File: config.mk
export PLATFORM = sky130hd
export DESIGN_NAME = polyline_length_accumulator_unit_flat
export DESIGN_NICKNAME = d
export VERILOG_FILES = /design/src/sv/pla_pkg.sv /design/src/sv/pla_interfaces.sv /design/src/sv/pla_ctrl.sv /design/src/sv/pla_datapath.sv /design/src/sv/polyline_length_accumulator_unit.sv /design/src/flat_wrapper.sv
export VERILOG_INCLUDE_DIRS = /design/src /design/src/sv
export SDC_FILE = /design/constraint.sdc
export NUM_CORES = 2
export LEC_CHECK = 0
export BUFFER_PORTS_ARGS = -buffer_cell sky130_fd_sc_hd__buf_2
export CORE_ASPECT_RATIO = 1.4
export CORE_MARGIN = 1.5
export CORE_UTILIZATION = 59
export DETAILED_ROUTE_END_ITERATION = 6
export HOLD_SLACK_MARGIN = 0.08
export PLACE_DENSITY = 0.79
export SKIP_LAST_GASP = 1
export SLEW_MARGIN = 40
export SYNTH_ARGS = -nofsm -noshare
export SYNTH_HDL_FRONTEND = slang
export SYNTH_SLANG_ARGS = --single-unit
File: constraint.sdc
create_clock -name clk_i -period 12.85 [get_ports clk_i]
set_input_delay 1.9275 -clock clk_i [delete_from_list [all_inputs] [get_ports clk_i]]
set_output_delay 1.9275 -clock clk_i [all_outputs]
set_load 0.05 [all_outputs]
File: src/sv/assert_macros.svh
// ----------------------------------------------------------------------------
// Assertion macros
// Shared wrappers for concurrent assertions; they compile away in synthesis.
// ----------------------------------------------------------------------------
`ifndef ASSERT_MACROS_SVH
`define ASSERT_MACROS_SVH

`ifndef SYNTHESIS
// Checked property with reset disable.
`define PLA_ASSERT(lbl, clk, rstn, prop) \
  lbl: assert property (@(posedge clk) disable iff (!(rstn)) prop) \
    else $error("assertion failed");
// Checked property that also holds during reset.
`define PLA_ASSERT_ALWAYS(lbl, clk, prop) \
  lbl: assert property (@(posedge clk) prop) \
    else $error("assertion failed");
`else
`define PLA_ASSERT(lbl, clk, rstn, prop)
`define PLA_ASSERT_ALWAYS(lbl, clk, prop)
`endif

`endif

File: src/sv/pla_pkg.sv
// ----------------------------------------------------------------------------
// Polyline length accumulator package
// Widths, types and the controller-to-datapath command and status bundles.
// ----------------------------------------------------------------------------
package pla_pkg;

  localparam int COORD_BITS  = 24;
  localparam int LENGTH_BITS = 32;
  // Coordinate difference magnitude needs one bit more than a coordinate.
  localparam int DIFF_BITS   = COORD_BITS + 1;
  // Sum of three squares, kept at an even width for the root recurrence.
  localparam int SUM_BITS    = 2 * DIFF_BITS;
  localparam int ROOT_BITS   = SUM_BITS / 2;
  localparam int REM_BITS    = ROOT_BITS + 3;
  localparam int STEP_BITS   = $clog2(ROOT_BITS);

  typedef logic signed [COORD_BITS-1:0] coord_t;
  typedef logic [LENGTH_BITS-1:0]       length_t;

  typedef enum logic [1:0] {
    AXIS_X,
    AXIS_Y,
    AXIS_Z
  } axis_e;

  typedef struct packed {
    logic  load;          // capture the incoming point
    logic  sq_en;         // square one axis difference into the sum
    logic  sq_first;      // first axis: restart sum and root registers
    axis_e axis;          // axis being squared
    logic  closing;       // segment is last point back to first point
    logic  root_step;     // one digit of the square root
    logic  accumulate;    // add the segment length to the total
    logic  advance_prior; // current point becomes the prior point
    logic  emit;          // load the result register and clear the total
  } pla_cmd_t;

  typedef struct packed {
    logic have_first; // a first point of the polyline is stored
    logic last;       // the point in work ends the polyline
    logic closed;     // closed mode register
    logic out_free;   // result register can take a new result
  } pla_status_t;

endpackage

File: src/sv/pla_interfaces.sv
// ----------------------------------------------------------------------------
// Polyline length accumulator channels
// Point input, length result and closed-mode configuration channels.
// ----------------------------------------------------------------------------
interface pla_point_if;
  import pla_pkg::*;
  logic   valid;
  logic   ready;
  coord_t point_x;
  coord_t point_y;
  coord_t point_z;
  logic   last_point;
  modport source (output valid, point_x, point_y, point_z, last_point, input ready);
  modport sink   (input valid, point_x, point_y, point_z, last_point, output ready);
endinterface

interface pla_length_if;
  import pla_pkg::*;
  logic    valid;
  logic    ready;
  length_t total_length;
  logic    length_saturated;
  modport source (output valid, total_length, length_saturated, input ready);
  modport sink   (input valid, total_length, length_saturated, output ready);
endinterface

interface pla_cfg_if;
  logic valid;
  logic ready;
  logic closed_loop;
  modport source (output valid, closed_loop, input ready);
  modport sink   (input valid, closed_loop, output ready);
endinterface

File: src/sv/pla_ctrl.sv
// ----------------------------------------------------------------------------
// Polyline length accumulator controller
// Sequences squaring, square root, accumulation and result hand-off.
// ----------------------------------------------------------------------------
module pla_ctrl (
  input  logic                 clk_i,
  input  logic                 rst_ni,
  input  logic                 in_valid_i,
  input  logic                 in_last_i,
  output logic                 in_ready_o,
  input  pla_pkg::pla_status_t status_i,
  output pla_pkg::pla_cmd_t    cmd_o
);
  import pla_pkg::*;

  localparam logic [2:0] ST_IDLE   = 3'd0;
  localparam logic [2:0] ST_SQUARE = 3'd1;
  localparam logic [2:0] ST_ROOT   = 3'd2;
  localparam logic [2:0] ST_ACCUM  = 3'd3;
  localparam logic [2:0] ST_EMIT   = 3'd4;

  logic [2:0]           state_q, state_d;
  axis_e                axis_q, axis_d;
  logic [STEP_BITS-1:0] step_q, step_d;
  logic                 closing_q, closing_d;

  always_comb begin
    state_d    = state_q;
    axis_d     = axis_q;
    step_d     = step_q;
    closing_d  = closing_q;
    cmd_o      = '0;
    cmd_o.axis = axis_q;
    cmd_o.closing = closing_q;
    in_ready_o = (state_q == ST_IDLE);
    case (state_q)
      ST_IDLE: begin
        if (in_valid_i) begin
          cmd_o.load = 1'b1;
          if (!status_i.have_first) begin
            // A lone point gives no segment; it only ends a one-point polyline.
            if (in_last_i) begin
              state_d = ST_EMIT;
            end
          end else begin
            closing_d = 1'b0;
            axis_d    = AXIS_X;
            state_d   = ST_SQUARE;
          end
        end
      end
      ST_SQUARE: begin
        cmd_o.sq_en    = 1'b1;
        cmd_o.sq_first = (axis_q == AXIS_X);
        case (axis_q)
          AXIS_X: axis_d = AXIS_Y;
          AXIS_Y: axis_d = AXIS_Z;
          default: begin
            step_d  = '0;
            state_d = ST_ROOT;
          end
        endcase
      end
      ST_ROOT: begin
        cmd_o.root_step = 1'b1;
        if (step_q == STEP_BITS'(ROOT_BITS - 1)) begin
          state_d = ST_ACCUM;
        end else begin
          step_d = step_q + 1'b1;
        end
      end
      ST_ACCUM: begin
        cmd_o.accumulate    = 1'b1;
        cmd_o.advance_prior = !closing_q;
        if (status_i.last) begin
          if (status_i.closed && !closing_q) begin
            closing_d = 1'b1;
            axis_d    = AXIS_X;
            state_d   = ST_SQUARE;
          end else begin
            state_d = ST_EMIT;
          end
        end else begin
          state_d = ST_IDLE;
        end
      end
      ST_EMIT: begin
        if (status_i.out_free) begin
          cmd_o.emit = 1'b1;
          state_d    = ST_IDLE;
        end
      end
      default: begin
        state_d = ST_IDLE;
      end
    endcase
  end

  always_ff @(posedge clk_i or negedge rst_ni) begin
    if (!rst_ni) begin
      state_q   <= ST_IDLE;
      axis_q    <= AXIS_X;
      step_q    <= '0;
      closing_q <= 1'b0;
    end else begin
      state_q   <= state_d;
      axis_q    <= axis_d;
      step_q    <= step_d;
      closing_q <= closing_d;
    end
  end

endmodule

File: src/sv/pla_datapath.sv
// ----------------------------------------------------------------------------
// Polyline length accumulator datapath
// Point registers, squarer, bit-serial square root, saturating total, result.
// ----------------------------------------------------------------------------
module pla_datapath (
  input  logic                 clk_i,
  input  logic                 rst_ni,
  input  pla_pkg::coord_t      in_x_i,
  input  pla_pkg::coord_t      in_y_i,
  input  pla_pkg::coord_t      in_z_i,
  input  logic                 in_last_i,
  input  logic                 cfg_valid_i,
  input  logic                 cfg_closed_i,
  output logic                 out_valid_o,
  input  logic                 out_ready_i,
  output pla_pkg::length_t     out_total_o,
  output logic                 out_sat_o,
  input  pla_pkg::pla_cmd_t    cmd_i,
  output pla_pkg::pla_status_t status_o
);
  import pla_pkg::*;

  coord_t first_x_q, first_y_q, first_z_q;
  coord_t prior_x_q, prior_y_q, prior_z_q;
  coord_t cur_x_q, cur_y_q, cur_z_q;
  logic   last_q;
  logic   have_first_q;
  logic   closed_q;

  logic [SUM_BITS-1:0]  sum_q;
  logic [REM_BITS-1:0]  rem_q;
  logic [ROOT_BITS-1:0] root_q;
  length_t              total_q;
  logic                 ovf_q;

  logic    out_valid_q;
  length_t out_total_q;
  logic    out_sat_q;

  coord_t                   op_a, op_b;
  logic signed [DIFF_BITS:0] diff;
  logic [DIFF_BITS-1:0]     mag;
  logic [SUM_BITS-1:0]      square;
  logic [REM_BITS-1:0]      rem_sh, trial;
  logic [LENGTH_BITS:0]     acc_sum;

  // Operand selection: prior to current, or current back to first.
  always_comb begin
    case (cmd_i.axis)
      AXIS_X: begin
        op_a = cmd_i.closing ? cur_x_q   : prior_x_q;
        op_b = cmd_i.closing ? first_x_q : cur_x_q;
      end
      AXIS_Y: begin
        op_a = cmd_i.closing ? cur_y_q   : prior_y_q;
        op_b = cmd_i.closing ? first_y_q : cur_y_q;
      end
      default: begin
        op_a = cmd_i.closing ? cur_z_q   : prior_z_q;
        op_b = cmd_i.closing ? first_z_q : cur_z_q;
      end
    endcase
  end

  assign diff   = (DIFF_BITS+1)'(op_a) - (DIFF_BITS+1)'(op_b);
  assign mag    = diff[DIFF_BITS] ? DIFF_BITS'(-diff) : diff[DIFF_BITS-1:0];
  assign square = mag * mag;

  // Restoring square root, two radicand bits per step.
  assign rem_sh = {rem_q[REM_BITS-3:0], sum_q[SUM_BITS-1 -: 2]};
  assign trial  = REM_BITS'({root_q, 2'b01});

  assign acc_sum = {1'b0, total_q} + (LENGTH_BITS+1)'(root_q);

  always_ff @(posedge clk_i) begin
    if (cmd_i.load) begin
      cur_x_q <= in_x_i;
      cur_y_q <= in_y_i;
      cur_z_q <= in_z_i;
      last_q  <= in_last_i;
      if (!have_first_q) begin
        first_x_q <= in_x_i;
        first_y_q <= in_y_i;
        first_z_q <= in_z_i;
        prior_x_q <= in_x_i;
        prior_y_q <= in_y_i;
        prior_z_q <= in_z_i;
      end
    end
    if (cmd_i.advance_prior) begin
      prior_x_q <= cur_x_q;
      prior_y_q <= cur_y_q;
      prior_z_q <= cur_z_q;
    end
    if (cmd_i.sq_en) begin
      sum_q <= cmd_i.sq_first ? square : sum_q + square;
      if (cmd_i.sq_first) begin
        rem_q  <= '0;
        root_q <= '0;
      end
    end else if (cmd_i.root_step) begin
      sum_q <= {sum_q[SUM_BITS-3:0], 2'b00};
      if (rem_sh >= trial) begin
        rem_q  <= rem_sh - trial;
        root_q <= {root_q[ROOT_BITS-2:0], 1'b1};
      end else begin
        rem_q  <= rem_sh;
        root_q <= {root_q[ROOT_BITS-2:0], 1'b0};
      end
    end
    if (cmd_i.emit) begin
      out_total_q <= total_q;
      out_sat_q   <= ovf_q;
    end
  end

  always_ff @(posedge clk_i or negedge rst_ni) begin
    if (!rst_ni) begin
      have_first_q <= 1'b0;
      closed_q     <= 1'b0;
      total_q      <= '0;
      ovf_q        <= 1'b0;
      out_valid_q  <= 1'b0;
    end else begin
      if (cfg_valid_i) begin
        closed_q <= cfg_closed_i;
      end
      if (cmd_i.accumulate) begin
        if (acc_sum[LENGTH_BITS]) begin
          total_q <= '1;
          ovf_q   <= 1'b1;
        end else begin
          total_q <= acc_sum[LENGTH_BITS-1:0];
        end
      end
      if (cmd_i.emit) begin
        have_first_q <= 1'b0;
        total_q      <= '0;
        ovf_q        <= 1'b0;
        out_valid_q  <= 1'b1;
      end else begin
        if (cmd_i.load) begin
          have_first_q <= 1'b1;
        end
        if (out_ready_i) begin
          out_valid_q <= 1'b0;
        end
      end
    end
  end

  assign out_valid_o = out_valid_q;
  assign out_total_o = out_total_q;
  assign out_sat_o   = out_sat_q;

  assign status_o.have_first = have_first_q;
  assign status_o.last       = last_q;
  assign status_o.closed     = closed_q;
  assign status_o.out_free   = !out_valid_q || out_ready_i;

endmodule

File: src/sv/polyline_length_accumulator_unit.sv
// ----------------------------------------------------------------------------
// Polyline length accumulator unit
// A first point is only captured. A later point is captured, its three axis
// differences are squared, 25 root steps take the square root and the segment
// length is added to the total. A closed polyline repeats this on its last point for
// the closing segment. A last point then loads the result register, waiting while
// it is full. One point is in work at a time. Reset clears the controller, the
// running total, the overflow flag and closed mode.
// ----------------------------------------------------------------------------
`include "assert_macros.svh"

module polyline_length_accumulator_unit (
  input  logic         clk_i,
  input  logic         rst_ni,
  pla_point_if.sink    point_i,
  pla_cfg_if.sink      cfg_i,
  pla_length_if.source length_o
);
  import pla_pkg::*;

  // The controller and the datapath talk only through these two bundles.
  pla_cmd_t    cmd;
  pla_status_t status;

  // The closed-mode register is always writable; the user must let writes land
  // while the unit is idle (not enforced). It is only read when a last point ends.
  assign cfg_i.ready = 1'b1;

  // The controller owns the input handshake: a point beat is taken only in
  // the idle state, so one point is in work at a time. The result register
  // in the datapath decouples the output side, so a new polyline can start
  // while the previous length still waits to be taken.
  pla_ctrl u_ctrl (
    .clk_i      (clk_i),
    .rst_ni     (rst_ni),
    .in_valid_i (point_i.valid),
    .in_last_i  (point_i.last_point),
    .in_ready_o (point_i.ready),
    .status_i   (status),
    .cmd_o      (cmd)
  );

  // The datapath squares the three axis differences with one shared
  // multiplier, takes a bit-serial square root and adds the truncated
  // segment length to a saturating total.
  pla_datapath u_datapath (
    .clk_i        (clk_i),
    .rst_ni       (rst_ni),
    .in_x_i       (point_i.point_x),
    .in_y_i       (point_i.point_y),
    .in_z_i       (point_i.point_z),
    .in_last_i    (point_i.last_point),
    .cfg_valid_i  (cfg_i.valid),
    .cfg_closed_i (cfg_i.closed_loop),
    .out_valid_o  (length_o.valid),
    .out_ready_i  (length_o.ready),
    .out_total_o  (length_o.total_length),
    .out_sat_o    (length_o.length_saturated),
    .cmd_i        (cmd),
    .status_o     (status)
  );

  // A point beat is never taken while a segment is being worked on.
  `PLA_ASSERT(a_no_accept_busy, clk_i, rst_ni,
    (point_i.valid && point_i.ready) |-> !(cmd.sq_en || cmd.root_step || cmd.accumulate))
  // Only one datapath operation is commanded per cycle.
  `PLA_ASSERT(a_one_op, clk_i, rst_ni,
    $onehot0({cmd.load, cmd.sq_en, cmd.root_step, cmd.accumulate, cmd.emit}))
  // A segment is added only right after the last root step.
  `PLA_ASSERT(a_acc_after_root, clk_i, rst_ni,
    cmd.accumulate |-> $past(cmd.root_step))
  // An emitted result is presented in the following cycle.
  `PLA_ASSERT(a_emit_shows, clk_i, rst_ni, cmd.emit |=> length_o.valid)

endmodule

File: src/flat_wrapper.sv
// flat-port wrapper written by rule: the top's interface ports become plain ports
module polyline_length_accumulator_unit_flat import pla_pkg::*;
  (clk_i, rst_ni, point_i_valid, point_i_point_x, point_i_point_y, point_i_point_z, point_i_last_point, point_i_ready, cfg_i_valid, cfg_i_closed_loop, cfg_i_ready, length_o_valid, length_o_total_length, length_o_length_saturated, length_o_ready);
  pla_point_if point_i_i ();
  pla_cfg_if cfg_i_i ();
  pla_length_if length_o_i ();
  input  logic clk_i;
  input  logic rst_ni;
  input wire logic [$bits(point_i_i.valid)-1:0] point_i_valid;
  input wire logic [$bits(point_i_i.point_x)-1:0] point_i_point_x;
  input wire logic [$bits(point_i_i.point_y)-1:0] point_i_point_y;
  input wire logic [$bits(point_i_i.point_z)-1:0] point_i_point_z;
  input wire logic [$bits(point_i_i.last_point)-1:0] point_i_last_point;
  output wire logic [$bits(point_i_i.ready)-1:0] point_i_ready;
  input wire logic [$bits(cfg_i_i.valid)-1:0] cfg_i_valid;
  input wire logic [$bits(cfg_i_i.closed_loop)-1:0] cfg_i_closed_loop;
  output wire logic [$bits(cfg_i_i.ready)-1:0] cfg_i_ready;
  output wire logic [$bits(length_o_i.valid)-1:0] length_o_valid;
  output wire logic [$bits(length_o_i.total_length)-1:0] length_o_total_length;
  output wire logic [$bits(length_o_i.length_saturated)-1:0] length_o_length_saturated;
  input wire logic [$bits(length_o_i.ready)-1:0] length_o_ready;
  assign point_i_i.valid = point_i_valid;
  assign point_i_i.point_x = point_i_point_x;
  assign point_i_i.point_y = point_i_point_y;
  assign point_i_i.point_z = point_i_point_z;
  assign point_i_i.last_point = point_i_last_point;
  assign point_i_ready = point_i_i.ready;
  assign cfg_i_i.valid = cfg_i_valid;
  assign cfg_i_i.closed_loop = cfg_i_closed_loop;
  assign cfg_i_ready = cfg_i_i.ready;
  assign length_o_valid = length_o_i.valid;
  assign length_o_total_length = length_o_i.total_length;
  assign length_o_length_saturated = length_o_i.length_saturated;
  assign length_o_i.ready = length_o_ready;
  polyline_length_accumulator_unit u_core (.clk_i(clk_i), .rst_ni(rst_ni), .point_i(point_i_i), .cfg_i(cfg_i_i), .length_o(length_o_i));
endmodule
==> flow_summary.toml <==
[run_status]
outcome = "complete, but fails checks"
failed_checks = "negative setup slack"

[clock_network]
clk_pin_slew_ps = 70
cts_buffers = 41
cts_tree = "done"
cts.path.max_buffers = 3
clock-sinks = 398
clk_latency_ps = 620
ctsHoldBuffers = 0
cts_root_buf = "clkbuf_16"
htreeDepth = 2

[timing]
tightest_slew_ps = 830
layout_setup_ws_ps = -206
rsz0062_at_grt = "yes"
timing.hold.ws_ps = 464
maxSlewHeadroom_pct = 44.7
setup_tns_ps = -564
drv_slew = 0
skew_ps = 23.5
period_minus_slack_ps = 13060
final-setup-viol-count = 4
hold_viol_final = 0
fin_crit_sh_pct = 102
max_freq_ghz = 0.0766

[layout]
area_delta_synth_final_pct = 17.9
regArea_mm2 = 0.0117
fin_cells = 5508
final_nets = 5415
multi_input_area_mm2 = 0.0272
fill_cells = 4869
drive_gt1_share_pct = 20.8

[routing]
drc = 0
antenna_left = 0
dr.pass1.iters = 6
drtIter0Drc = 1879
vias_per_cell = 5.77
routedWlPerCell_um = 19.2
wl_um = 106000
dr_total_vias = 31800

[yosys]
postSynth.asyncResetShare_pct = 11.8
yosys_register_bits = 398
syn-cell-area_mm2 = 0.0408
synth_area_leaders = "edfxtp_1, fa_1, ha_1, inv_1, nor2_1"
synth.distinct_cells = 91
synth_edf_count = 351
synthCells = 4089
synth_top_flop_cell = "edfxtp_1"
yosysSeqAreaShare_pct = 28.7
ys.warnings.count = 0
synth_top_area_cell = "edfxtp_1"
syn_area_per_cell_um2 = 9.98
yosysTopAreaCellShare_pct = 25.8

[placement]
gp_congestion = 0.946
dp_hpwl_um = 79200
io_buffers = 113
dp_cells = 5358
post-place-ws_ps = -442

[setup_path]
crit_path_max_incr_delay_ps = 540
slowest_stage = "dfrtp_4"
cp-start-kind = "flop"
end_kind = "flop"
reg2reg_from = "u_core.u_ctrl.axis_q[0]"
cpMostUsedCell = "fa_1"
r2r_end = "u_core.u_datapath.sum_q[46]"
worstPathArrival_ps = 13410
path_max_fanout = 6
ff2ff_path_depth = 60
reg2reg_setup_slack_ps = -210
crit_type = "flop to flop"
cp.required_ps = 13210

[run]
drv_cap = 0

[die]
die_x_um = 225
io-pin-count = 115
start_util_pct = 59.9
core_mm2 = 0.0681
die-height_um = 314
rows = 113
die-area_mm2 = 0.0708

[grt]
grt-ovfl-total = 0
antenna_found_initial = 6
grt_pass1_wl_um = 164000
track_usage_pct = 29.4
grt_max_degree = 73
first_global_vias = 33200

[min_path]
hold_path.startpoint = "u_core.u_datapath.ovf_q"
holdPathEnd = "u_core.u_datapath.out_sat_o"
hp-class = "flop to flop"
min_path_cells = 0
-- cells by family after synthesis --
kind of cell | Yosys count | synth area share, %
AO/OA/AOI/OAI | 709 | 10.9
multiplexers | 192 | 4.95
buffers and inverters | 803 | 7.56
AND/OR/NAND/NOR | 1016 | 11.0
flip-flops | 398 | 28.7
other | 2 | 0.0184
adder cells (fa/ha/maj) | 783 | 32.7
XOR/XNOR | 186 | 4.26
-- worst max-delay path by stage --
| stage | from | to | slack [ps] | depth (start not counted) |
|---|---|---|---|---|
| 2_1_floorplan | u_core.u_ctrl.axis_q[1] | u_core.u_datapath.sum_q[37] | 30 | 58 |
| 3_3_place_gp | u_core.u_ctrl.axis_q[0] | u_core.u_datapath.sum_q[49] | -230 | 57 |
| 3_5_place_dp | u_core.u_ctrl.axis_q[0] | u_core.u_datapath.sum_q[49] | -440 | 54 |
| 4_1_cts | u_core.u_ctrl.axis_q[0] | u_core.u_datapath.sum_q[42] | -20 | 61 |
| 5_1_grt | u_core.u_ctrl.axis_q[0] | u_core.u_datapath.sum_q[46] | -710 | 59 |
| 6_report | u_core.u_ctrl.axis_q[0] | u_core.u_datapath.sum_q[46] | -210 | 60 |
-- per-stage QoR --
| step | utilization, % | area (um2) |
|---|---|---|
| after floorplan | - | 40900 |
| final | 70.6 | 48100 |
| after CTS | 68.3 | 46600 |
| after global routing | 70.6 | 48100 |
| after detailed placement | 65.9 | 44900 |
| after global placement | 65.8 | 44800 |
-- layer usage --
layer	share of wire (%)	global-route usage, %	vias to the layer above
met2	52	53.8	1162
met5	0.047	0	-
met3	5.7	4.41	443
met4	6.6	16.5	8
li1	-	-	14500
met1	36	32.6	15600
-- Yosys cell counts (8+ instances only) --
library cell and count:
inv_1 638, fa_1 470, nor2_1 397, edfxtp_1 351, nand2_1 349, ha_1 313
a21oi_1 256, o21ai_0 143, mux2i_1 115, a21o_1 100, xnor2_1 97, clkbuf_1 95
mux2_2 77, xor2_1 77, nand3_1 74, dfrtp_1 47, nand2b_1 39, buf_2 32
nor3_1 27, a31oi_1 25, o21bai_1 24, o21a_1 21, nand4_1 20, and3_1 19
nor2b_1 19, o211ai_1 19, buf_1 17, inv_2 15, or3_1 15, a211oi_1 14
o31ai_1 11, a2111oi_0 9, and4_1 9, nand3b_1 8
-- cells in the final DEF, fill, tap and decap left out, drive strengths merged, types with 8 or more instances in the layout --
master	instances
a2111oi	11
a211oi	14
a21boi	8
a21o	100
a21oi	257
a31oi	25
and3	19
and4	9
buf	552
clkbuf	55
clkinv	16
conb	19
dfrtp	47
edfxtp	351
fa	470
ha	313
inv	653
mux2	77
mux2i	115
nand2	350
nand2b	39
nand3	75
nand3b	8
nand4	20
nor2	397
nor2b	19
nor3	28
o211ai	19
o21a	21
o21ai	150
o21bai	24
o31a	8
o31ai	14
or2	13
or3	16
xnor2	105
xor2	80
-- timing repair --
item	CTS	global route
hold endpoints to repair	0	0
setup buffers	12	63
endpoints found under the setup margin	15	23
gates cloned	0	2
resized for setup	42	248
pin swaps	12	155
-- worst max-delay path, delay by kind of cell, from the launching register on --
kind / cells / cell delay [ps]
adder cells (fa/ha/maj): 10 / 4520
buffers and inverters: 13 / 1350
AO/OA/AOI/OAI: 24 / 4390
flip-flops: 1 / 540
multiplexers: 2 / 290
XOR/XNOR: 4 / 870
AND/OR/NAND/NOR: 7 / 770
-- final cells by class --
type                    instances  share of cell area [%]
flip-flops and latches        398                    24.4
repair buffers                554                    8.70
multi-input cells            2905                    56.6
clock buffers                  53                    2.31
inverters                     653                    5.10
diodes                          2                  0.0104
clock inverters                23                   0.544
well taps                     920                    2.39
-- state kept, by name (all words and copies together) (netlist names) --
signal and cells:
u_core.u_datapath.ovf_q 1, u_core.u_datapath.cur_y_q 24, u_core.u_datapath.first_y_q 24, u_core.u_datapath.sum_q 50
u_core.u_datapath.root_q 25, u_core.u_datapath.out_total_o 32, u_core.u_datapath.total_q 32, u_core.u_datapath.have_first_q 1
u_core.u_datapath.prior_z_q 24, u_core.u_ctrl.axis_q 2, u_core.u_datapath.cur_z_q 24, u_core.u_datapath.first_z_q 24
u_core.u_datapath.last_q 1, u_core.u_ctrl.closing_q 1, u_core.u_datapath.rem_q 26, u_core.u_datapath.prior_x_q 24
u_core.u_ctrl.step_q 5, u_core.u_datapath.cur_x_q 24, u_core.u_ctrl.state_q 3, u_core.u_datapath.closed_q 1
u_core.u_datapath.prior_y_q 24, u_core.u_datapath.out_valid_o 1, u_core.u_datapath.first_x_q 24, u_core.u_datapath.out_sat_o 1
Power is not shown: default switching activity piles up to over one toggle a cycle in this logic, so the estimate is an artifact.
